[src/hw/rtl/a85d_pkg.sv]
// a85d_pkg: shared types, constants and helpers of the ascii85 decoder
// used by a85d_front, a85d_fifo, a85d_back and ascii85_decoder_unit
// no dependencies
package a85d_pkg;

  localparam logic [7:0] DigitLow  = 8'h21;
  localparam logic [7:0] DigitHigh = 8'h75;
  localparam logic [7:0] ZeroGroup = 8'h7A;
  localparam logic [6:0] PadDigit  = 7'(DigitHigh - DigitLow);
  localparam logic [2:0] GroupDigits = 3'd5;

  localparam int QDepth = 4;
  localparam int QPtrW  = $clog2(QDepth);
  localparam int QCntW  = $clog2(QDepth + 1);

  typedef enum logic [1:0] {
    ErrNone     = 2'd0,
    ErrInvalid  = 2'd1,
    ErrOverflow = 2'd2,
    ErrLone     = 2'd3
  } err_code_e;

  typedef struct packed {
    err_code_e   err;
    logic [32:0] value;
    logic [1:0]  pad;
    logic        eos;
  } cmd_t;

  // v * 85 + d as shift-add, kept to 33 bits
  function automatic logic [32:0] mul85_add(input logic [32:0] v, input logic [6:0] d);
    logic [39:0] acc;
    acc = {1'b0, v, 6'b0} + {3'b0, v, 4'b0} + {5'b0, v, 2'b0} + {7'b0, v} + {33'b0, d};
    return acc[32:0];
  endfunction

endpackage

[src/hw/rtl/a85d_front.sv]
// a85d_front: accepts characters, classifies them and accumulates base-85 groups
// pushes one command per result-producing character into the queue
// depends on a85d_pkg
module a85d_front (
  input  logic           clk_i,
  input  logic           rst_ni,
  input  logic           in_valid_i,
  output logic           in_ready_o,
  input  logic [7:0]     char_in_i,
  input  logic           end_of_stream_i,
  input  logic           q_full_i,
  output logic           push_o,
  output a85d_pkg::cmd_t cmd_o
);
  import a85d_pkg::*;

  logic [31:0] group_q, group_d;
  logic [2:0]  count_q, count_d;
  logic [2:0]  count_inc;
  logic [6:0]  digit;
  logic [32:0] acc;
  logic        accept;
  logic        is_digit;
  logic        is_zero;

  assign in_ready_o = !q_full_i;
  assign accept     = in_valid_i && in_ready_o;
  assign digit      = 7'(char_in_i - DigitLow);
  assign is_digit   = (char_in_i >= DigitLow) && (char_in_i <= DigitHigh);
  assign is_zero    = (char_in_i == ZeroGroup) && (count_q == 3'd0);
  assign count_inc  = count_q + 3'd1;
  assign acc        = mul85_add({1'b0, group_q}, digit);

  always_comb begin
    group_d   = group_q;
    count_d   = count_q;
    push_o    = 1'b0;
    cmd_o.err   = ErrNone;
    cmd_o.value = acc;
    cmd_o.pad   = 2'd0;
    cmd_o.eos   = end_of_stream_i;
    if (accept) begin
      priority if (is_zero) begin
        push_o      = 1'b1;
        cmd_o.value = '0;
        group_d     = '0;
        count_d     = '0;
      end else if (!is_digit) begin
        push_o      = 1'b1;
        cmd_o.err   = ErrInvalid;
        cmd_o.value = '0;
        group_d     = '0;
        count_d     = '0;
      end else if (count_inc == GroupDigits) begin
        push_o  = 1'b1;
        group_d = '0;
        count_d = '0;
      end else if (end_of_stream_i) begin
        push_o  = 1'b1;
        group_d = '0;
        count_d = '0;
        if (count_inc == 3'd1) begin
          cmd_o.err   = ErrLone;
          cmd_o.value = '0;
        end else begin
          cmd_o.pad = 2'(GroupDigits - count_inc);
        end
      end else begin
        group_d = acc[31:0];
        count_d = count_inc;
      end
      if (end_of_stream_i) begin
        group_d = '0;
        count_d = '0;
      end
    end
  end

  always_ff @(posedge clk_i or negedge rst_ni) begin
    if (!rst_ni) begin
      group_q <= '0;
      count_q <= '0;
    end else begin
      group_q <= group_d;
      count_q <= count_d;
    end
  end

endmodule

[src/hw/rtl/a85d_fifo.sv]
// a85d_fifo: short command queue between front and back end
// depends on a85d_pkg
module a85d_fifo (
  input  logic           clk_i,
  input  logic           rst_ni,
  input  logic           push_i,
  input  a85d_pkg::cmd_t cmd_i,
  input  logic           pop_i,
  output logic           full_o,
  output logic           valid_o,
  output a85d_pkg::cmd_t cmd_o
);
  import a85d_pkg::*;

  cmd_t             mem_q [QDepth];
  logic [QPtrW-1:0] wr_ptr_q, rd_ptr_q;
  logic [QCntW-1:0] count_q;

  assign full_o  = (count_q == QCntW'(QDepth));
  assign valid_o = (count_q != '0);
  assign cmd_o   = mem_q[rd_ptr_q];

  always_ff @(posedge clk_i) begin
    if (push_i) begin
      mem_q[wr_ptr_q] <= cmd_i;
    end
  end

  always_ff @(posedge clk_i or negedge rst_ni) begin
    if (!rst_ni) begin
      wr_ptr_q <= '0;
      rd_ptr_q <= '0;
      count_q  <= '0;
    end else begin
      if (push_i) begin
        wr_ptr_q <= wr_ptr_q + 1'b1;
      end
      if (pop_i) begin
        rd_ptr_q <= rd_ptr_q + 1'b1;
      end
      if (push_i && !pop_i) begin
        count_q <= count_q + 1'b1;
      end else if (!push_i && pop_i) begin
        count_q <= count_q - 1'b1;
      end
    end
  end

  assert property (@(posedge clk_i) disable iff (!rst_ni) push_i |-> !full_o)
    else $error("push into full queue");
  assert property (@(posedge clk_i) disable iff (!rst_ni) pop_i |-> valid_o)
    else $error("pop from empty queue");
  assert property (@(posedge clk_i) disable iff (!rst_ni) count_q <= QCntW'(QDepth))
    else $error("queue count out of range");

endmodule

[src/hw/rtl/a85d_back.sv]
// a85d_back: pads end groups, checks overflow; emits one beat per cycle unless
// stalled by out_ready or padding; holds the output register; depends on a85d_pkg
module a85d_back (
  input  logic           clk_i,
  input  logic           rst_ni,
  input  logic           q_valid_i,
  input  a85d_pkg::cmd_t cmd_i,
  output logic           pop_o,
  output logic           out_valid_o,
  input  logic           out_ready_i,
  output logic [7:0]     data_byte_o,
  output logic [1:0]     error_code_o,
  output logic           last_of_run_o,
  output logic           stream_done_o
);
  import a85d_pkg::*;

  logic        cur_valid_q;
  err_code_e   cur_err_q;
  logic [32:0] cur_val_q;
  logic [1:0]  cur_pad_q;
  logic [1:0]  cur_idx_q;
  logic [1:0]  cur_last_idx_q;
  logic        cur_eos_q;

  logic        out_valid_q;
  logic [7:0]  out_data_q;
  err_code_e   out_err_q;
  logic        out_last_q;
  logic        out_done_q;

  logic        overflow;
  logic        single;
  logic        emit;
  logic        res_last;
  logic [7:0]  sel_byte;
  err_code_e   res_err;

  assign overflow = cur_val_q[32];
  assign single   = (cur_err_q != ErrNone) || overflow;
  assign emit     = cur_valid_q && (cur_pad_q == 2'd0) && (!out_valid_q || out_ready_i);
  assign res_last = single || (cur_idx_q == cur_last_idx_q);
  assign pop_o    = q_valid_i && (!cur_valid_q || (emit && res_last));

  always_comb begin
    unique case (cur_idx_q)
      2'd0:    sel_byte = cur_val_q[31:24];
      2'd1:    sel_byte = cur_val_q[23:16];
      2'd2:    sel_byte = cur_val_q[15:8];
      default: sel_byte = cur_val_q[7:0];
    endcase
    if (cur_err_q != ErrNone) begin
      res_err = cur_err_q;
    end else if (overflow) begin
      res_err = ErrOverflow;
    end else begin
      res_err = ErrNone;
    end
  end

  always_ff @(posedge clk_i or negedge rst_ni) begin
    if (!rst_ni) begin
      cur_valid_q <= 1'b0;
      out_valid_q <= 1'b0;
    end else begin
      if (pop_o) begin
        cur_valid_q <= 1'b1;
      end else if (emit && res_last) begin
        cur_valid_q <= 1'b0;
      end
      if (emit) begin
        out_valid_q <= 1'b1;
      end else if (out_ready_i) begin
        out_valid_q <= 1'b0;
      end
    end
  end

  always_ff @(posedge clk_i) begin
    if (pop_o) begin
      cur_err_q      <= cmd_i.err;
      cur_val_q      <= cmd_i.value;
      cur_pad_q      <= cmd_i.pad;
      cur_eos_q      <= cmd_i.eos;
      cur_idx_q      <= 2'd0;
      cur_last_idx_q <= 2'd3 - cmd_i.pad;
    end else begin
      if (cur_pad_q != 2'd0) begin
        cur_val_q <= mul85_add(cur_val_q, PadDigit);
        cur_pad_q <= cur_pad_q - 2'd1;
      end
      if (emit) begin
        cur_idx_q <= cur_idx_q + 2'd1;
      end
    end
    if (emit) begin
      out_data_q <= single ? 8'd0 : sel_byte;
      out_err_q  <= res_err;
      out_last_q <= res_last;
      out_done_q <= res_last && cur_eos_q;
    end
  end

  assign out_valid_o   = out_valid_q;
  assign data_byte_o   = out_data_q;
  assign error_code_o  = out_err_q;
  assign last_of_run_o = out_last_q;
  assign stream_done_o = out_done_q;

  assert property (@(posedge clk_i) disable iff (!rst_ni)
    out_valid_o && stream_done_o |-> last_of_run_o)
    else $error("stream end without end of run");
  assert property (@(posedge clk_i) disable iff (!rst_ni)
    out_valid_o && (error_code_o != ErrNone) |-> (data_byte_o == 8'd0))
    else $error("error beat carries data");
  assert property (@(posedge clk_i) disable iff (!rst_ni)
    cur_valid_q && (cur_pad_q != 2'd0) |-> (cur_err_q == ErrNone))
    else $error("padding on an error command");

endmodule

[src/hw/rtl/ascii85_decoder_unit.sv]
// ascii85_decoder_unit: top level of the ascii85 decoder
// front end, command queue and back end; depends on a85d_pkg, a85d_front,
// a85d_fifo and a85d_back
//
// One ascii85 character is taken per beat and can be accepted every cycle while
// the four-entry command queue has room; the front end does the multiply-by-85
// accumulate in the cycle of acceptance. The back end sends one result beat per
// cycle when out_ready allows; a full group or a 'z' gives four beats, an error
// one beat, and a final partial group first runs the padding multiply once per
// missing digit (one to three) before its bytes go out. The queue lets new
// characters enter while a result waits. There is no start-up pass after reset.
module ascii85_decoder_unit (
  input  logic       clk_i,
  input  logic       rst_ni,
  input  logic       in_valid_i,
  output logic       in_ready_o,
  input  logic [7:0] char_in_i,
  input  logic       end_of_stream_i,
  output logic       out_valid_o,
  input  logic       out_ready_i,
  output logic [7:0] data_byte_o,
  output logic [1:0] error_code_o,
  output logic       last_of_run_o,
  output logic       stream_done_o
);
  import a85d_pkg::*;

  logic push;
  logic pop;
  logic q_full;
  logic q_valid;
  cmd_t push_cmd;
  cmd_t head_cmd;

  a85d_front u_front (
    .clk_i           (clk_i),
    .rst_ni          (rst_ni),
    .in_valid_i      (in_valid_i),
    .in_ready_o      (in_ready_o),
    .char_in_i       (char_in_i),
    .end_of_stream_i (end_of_stream_i),
    .q_full_i        (q_full),
    .push_o          (push),
    .cmd_o           (push_cmd)
  );

  a85d_fifo u_fifo (
    .clk_i   (clk_i),
    .rst_ni  (rst_ni),
    .push_i  (push),
    .cmd_i   (push_cmd),
    .pop_i   (pop),
    .full_o  (q_full),
    .valid_o (q_valid),
    .cmd_o   (head_cmd)
  );

  a85d_back u_back (
    .clk_i         (clk_i),
    .rst_ni        (rst_ni),
    .q_valid_i     (q_valid),
    .cmd_i         (head_cmd),
    .pop_o         (pop),
    .out_valid_o   (out_valid_o),
    .out_ready_i   (out_ready_i),
    .data_byte_o   (data_byte_o),
    .error_code_o  (error_code_o),
    .last_of_run_o (last_of_run_o),
    .stream_done_o (stream_done_o)
  );

endmodule

[config.mk]
export PLATFORM = sky130hd
export DESIGN_NAME = ascii85_decoder_unit
export DESIGN_NICKNAME = d
export VERILOG_FILES = /design/src/hw/rtl/a85d_pkg.sv /design/src/hw/rtl/a85d_front.sv /design/src/hw/rtl/a85d_fifo.sv /design/src/hw/rtl/a85d_back.sv /design/src/hw/rtl/ascii85_decoder_unit.sv
export SDC_FILE = /design/constraint.sdc
export NUM_CORES = 1
export LEC_CHECK = 0
export ABC_AREA = 1
export BUFFER_PORTS_ARGS = -buffer_cell sky130_fd_sc_hd__buf_4
export CORE_MARGIN = 1.5
export CORE_UTILIZATION = 45
export CTS_CLUSTER_DIAMETER = 200
export DETAILED_ROUTE_END_ITERATION = 8
export PLACE_DENSITY_LB_ADDON = 0.08
export SLEW_MARGIN = 20
export SYNTH_ARGS = -nofsm -noshare
export SYNTH_HDL_FRONTEND = slang
export SYNTH_SLANG_ARGS = --single-unit
[constraint.sdc]
create_clock -name clk_i -period 7.98 [get_ports clk_i]
set_input_delay 1.197 -clock clk_i [delete_from_list [all_inputs] [get_ports clk_i]]
set_output_delay 1.197 -clock clk_i [all_outputs]
set_load 0.005 [all_outputs]
=== Word level (Yosys, flattened, before mapping) ===
Memory sizes are Yosys's and may differ from the RTL's.
Cells that the tools add are included.

* Logic and storage cells: 112
* Bits in writable memories: 152
* Bits of input ports: 13
* Register bits: 98
* Memories: 1
* Output and inout bits: 14

{| class="wikitable"
|+ Memory list
! memory !! depth !! width !! rd ports !! clocked after memory_dff !! wr ports !! line !! RTL
|-
| u_fifo.mem_q || 4 || 38 || 1 || 0 || 1 || a85d_fifo.sv:15 || <nowiki>cmd_t mem_q [QDepth];</nowiki>
|}

* $add $sub $neg: 18
* Equal/unequal tests: 7
* Mux-type cells: 38
* Reduce and logical (&&, ||, !) cells: 29
* $lt $le $gt $ge: 2

{| class="wikitable"
|+ Operator list
! kind !! number
|-
| $add 33x33->33 || 5
|-
| $mux 32 || 4
|-
| $mux 37 || 3
|-
| $mux 33 || 3
|-
| $mux 35 || 2
|-
| $add 33x32->33 || 1
|-
| $add 33x7->33 || 1
|-
| $add 33x7->33 const B || 1
|-
| $pmux 8 s3 || 1
|-
| $mux 3 || 6
|-
| $mux 2 || 8
|-
| $reduce_bool 2->1 || 6
|-
| $mux 1 || 11
|-
| $logic_and 1x1->1 || 10
|-
| $eq 8x7->1 const B || 1
|-
| $ge 8x6->1 const B || 1
|-
| $le 8x7->1 const B || 1
|-
| $sub 7x6->7 const B || 1
|-
| $add 2x1->2 const B || 3
|-
| $add 3x1->3 const B || 2
|-
| $eq 3x3->1 const B || 2
|-
| $logic_not 1->1 || 5
|-
| $logic_not 2->1 || 2
|-
| $logic_or 1x1->1 || 4
|-
| other kinds (10) || 10
|}

=== Depth between registers and ports, before layout ===
* Depth after elaboration: 10
* Gate-level depth with buffers: 23
* Mapped depth without buffers: 23

=== Hierarchy ===
A second synthesis with hierarchy kept.

* Cell total of the unflattened synthesis: 2165
* Area total of the unflattened synthesis: 18854.3 um^2

{| class="wikitable"
|+ Modules (own cells, without submodules)
! module !! cells each !! area an instance (um^2) !! times used !! sequential area each (um^2)
|-
| a85d_fifo || 492 || 6597.6 || 1 || 4739.5
|-
| a85d_back || 834 || 6361.1 || 1 || 1651.6
|-
| a85d_front || 839 || 5895.7 || 1 || 875.8
|}

=== Least setup slack after synthesis ===
Ideal clock, no wire load.

* Kind: input port to flip-flop
* Start point: input char_in_i[0]
* End point: memory u_fifo.mem_q[0][18] in the netlist's numbering (data pin)
* Setup slack: 3.161 ns
* Data required time: 7.714 ns
* Data arrival time: 4.552 ns
* Buffers on the path: 0
* Stages: 15
* Library setup time: 0.266 ns
* Cells stage by stage: inv_1 ha_1 nand2_2 o21ai_0 xor2_1 fa_1 fa_1 fa_1 ha_1 nand2_1 nand3_1 nand3_1 nand3_1 xnor2_1 nor2_4

{| class="wikitable"
|+ RTL lines
! element !! line !! RTL
|-
| start, declared || ascii85_decoder_unit.sv:17 || <nowiki>input logic [7:0] char_in_i,</nowiki>
|-
| end, declared || a85d_fifo.sv:15 ||
|}

==> summary.md <==
| Metric | Value |
|---|---|
| Avg Cell Area, Syn | `9.21 sq um` |
| Area of the core | `38900 sq um` |
| Final Util | `50.2%` |
| Worst-margin pin slew | `832 ps` |
| Fmax | `0.208 GHz` |
| Final GP Congestion | `1.02` |
| First-pass GRT wire length | `74100 um` |
| IO Pins | `27` |
| Setup bufs post-CTS | `0` |
| Mapped Nets | `2207` |
| Top cell types by occurrence after synthesis | `nand2_1 (537), inv_1 (238), edfxtp_1 (204)` |
| Clock Sinks | `250` |
| Most frequent cell after synthesis | `nand2_1` |
| Final Hold Fails | `0` |
| Post-Synth Adder-Cell Area | `22.5%` |
| Hold_buf cts | `0` |
| Crit end category | `flop` |
| Root buffer cell | `clkbuf_16` |
| Critical Path Start Type | `primary input` |
| Post-Synth Simple-Gate Area | `20.9%` |
| Latest clock arrival within the worst-skew pair | `600 ps` |
| Post-synth EDFFs | `204` |
| Synth Area in Compound Gates | `7.32%` |
| Antenna violations before repair | `0` |
| Longest Clk Path Bufs | `3` |
| Worst Skew | `32.9 ps` |
| Mux contribution to synthesized area | `0%` |
| Count of final setup violators | `0` |
| Clk slew on worst S/H paths | `60 ps` |
| Final period util | `60.2%` |
| Vias in the first global route | `13500` |
| Outcome | `finished, final reports clean` |
| Nets | `2230` |
| Post-CTS Resized | `0` |
| Die footprint | `41000 sq um` |
| Mapped Cells | `1942` |
| Grt ovf | `0` |
| Xor/xnor share of the synthesized area | `1.96%` |
| Vias | `13000` |
| Avg WL per Cell | `18.2 um` |
| Antenna violation net count after detailed routing | `0` |
| Largest net degree at the start of global routing | `79` |
| Yosys warns | `0` |
| Total wire length | `45700 um` |
| Total GRT Usage | `23.3%` |
| Dominant cell type by area after synthesis | `edfxtp_1` |
| Pre-CTS WS | `2570 ps` |
| Initial DRT Pass Iterations | `5` |
| Vias per inst | `5.19` |
| Min-Delay Path Class | `reg -> reg` |
| DRC viols | `0` |
| CTS Buf Count | `30` |
| Yosys cell types | `50` |
| Detailed Route Iter0 Violations | `777` |
| Setup ws final | `3180 ps` |
| Slew Limit Fails | `0` |
| ANT cells | `0` |
| FF+latch count, synth | `250` |
| CP max FO | `5` |
| Largest family of logic cells by synthesized area | `adder cells` |
| Post-synthesis async set-or-reset flop share | `17.6%` |
| Die H | `202 um` |
| Unrepaired setup endpoints after global routing | `no` |
| Main flop type after synthesis | `edfxtp_1` |
| Share of cells above drive strength 1 | `6.69%` |
| Ranking of synthesized cells by area | `edfxtp_1 (34%), fa_1 (13%), nand2_1 (11%)` |
| CTS tree | `done` |
| Crit path DAT | `5180 ps` |
| Slew HR | `44.0%` |
| CP required | `8360 ps` |
| Die Wd | `202 um` |
| Post-DP HPWL | `34400 um` |
| Synthesized area | `17900 sq um` |
| Max-cap violations | `0` |
| Seq/Total Area, Yosys | `40.6%` |
| Final setup TNS | `0 ps` |
| Initial Utilization | `46.0%` |
| Layout area overhead | `9.13%` |
| H-tree Lvls | `1` |
| Tmin final | `4800 ps` |
| Port Buf Inserts | `26` |
| Row cnt | `72` |
| Top cell type's share of synthesized area | `34.2%` |
| Critical path class | `in -> reg` |
[critical path, stage by stage]
cell and delay, ps:
buf_4 110, inv_1 120, ha_1 240, nand2_2 100, o21ai_0 190, xor2_1 250, fa_1 460, fa_1 570
fa_1 420, ha_1 380, nand2_1 130, inv_1 90, nand2_1 60, nand2_1 120, nand2_1 60, nand2_1 160
nand2_1 100, nand3b_1 120, nand2_1 70, nor2_1 200
[kinds of logic (layout without fill, tap and decap cells)]
logic type                 Yosys count  count (layout)
DFF                                250             250
buffers and inverters              289             334
adders and majority gates          252             252
xor gates and xnor gates            40              40
and+or+nand+nor                    875             875
AOI/OAI and AO/OA                  236             236
[final timing paths]
| path | from | end | slack [ps] | depth (start not counted) |
|---|---|---|---|---|
| min in group asynchronous | rst_ni | u_fifo.wr_ptr_q[0] | 660 | 1 |
| min | u_back.out_valid_o | u_back.out_valid_o | 500 | 2 |
| max reg2reg | u_front.group_q[1] | u_fifo.mem_q[1][34] | 4100 | 15 |
| max | char_in_i[0] | u_fifo.mem_q[1][27] | 3180 | 20 |
| min reg2reg | u_back.out_valid_o | u_back.out_valid_o | 500 | 2 |
| max in group asynchronous | rst_ni | u_front.group_q[23] | 6780 | 1 |
[layout make-up]
cell class | instances | area, sq um
Sequential cell | 250 | 7270
Tap cell | 518 | 648
Timing Repair Buffer | 35 | 263
Fill cell | 3750 | 19400
Multi-Input combinational cell | 1403 | 9450
Clock buffer | 37 | 777
Clock inverter | 17 | 166
Inverter | 245 | 946
[per-layer routing]
metal / vias to the layer above / global-route usage [%] / part of all wire, %
met4: 0 / 7.51 / 3.1
met1: 6290 / 32.2 / 48
li1: 6410 / - / -
met5: - / 0 / 0
met3: 70 / 1.84 / 3.2
met2: 228 / 38.9 / 46
[state kept, by name, summed over array words and instances (netlist names), 2 cells and up]
name                   flops
u_fifo.mem_q             152
u_back.cur_val_q          33
u_front.group_q           32
u_back.data_byte_o         8
u_fifo.count_q             3
u_front.count_q            3
u_back.cur_err_q           2
u_back.cur_idx_q           2
u_back.cur_last_idx_q      2
u_back.cur_pad_q           2
u_back.error_code_o        2
u_fifo.rd_ptr_q            2
u_fifo.wr_ptr_q            2
[cell usage in the layout, fill, tap and decap left out, types with 36 or more instances in the layout]
master    instances
o22ai_1          36
ha_1            137
nand3_1          78
a21oi_1          59
nand2_1         537
inv_1           237
nor2_1          165
dfrtp_1          42
edfxtp_1        204
fa_1            115
o21ai_0          89
[per-stage QoR]
step           hold slack (ps)  cell area [sq um]  instances
2_1_floorplan              490              17900       1942
3_3_place_gp               492              18600       2451
3_5_place_dp               494              18600       2451
4_1_cts                    508              19500       2505
5_1_grt                    548              19500       2505
6_report                   503              19500       2505
Power is left out: the tool's default activity adds up to more than one toggle a clock period on the data nets, which glitch-free logic cannot reach.
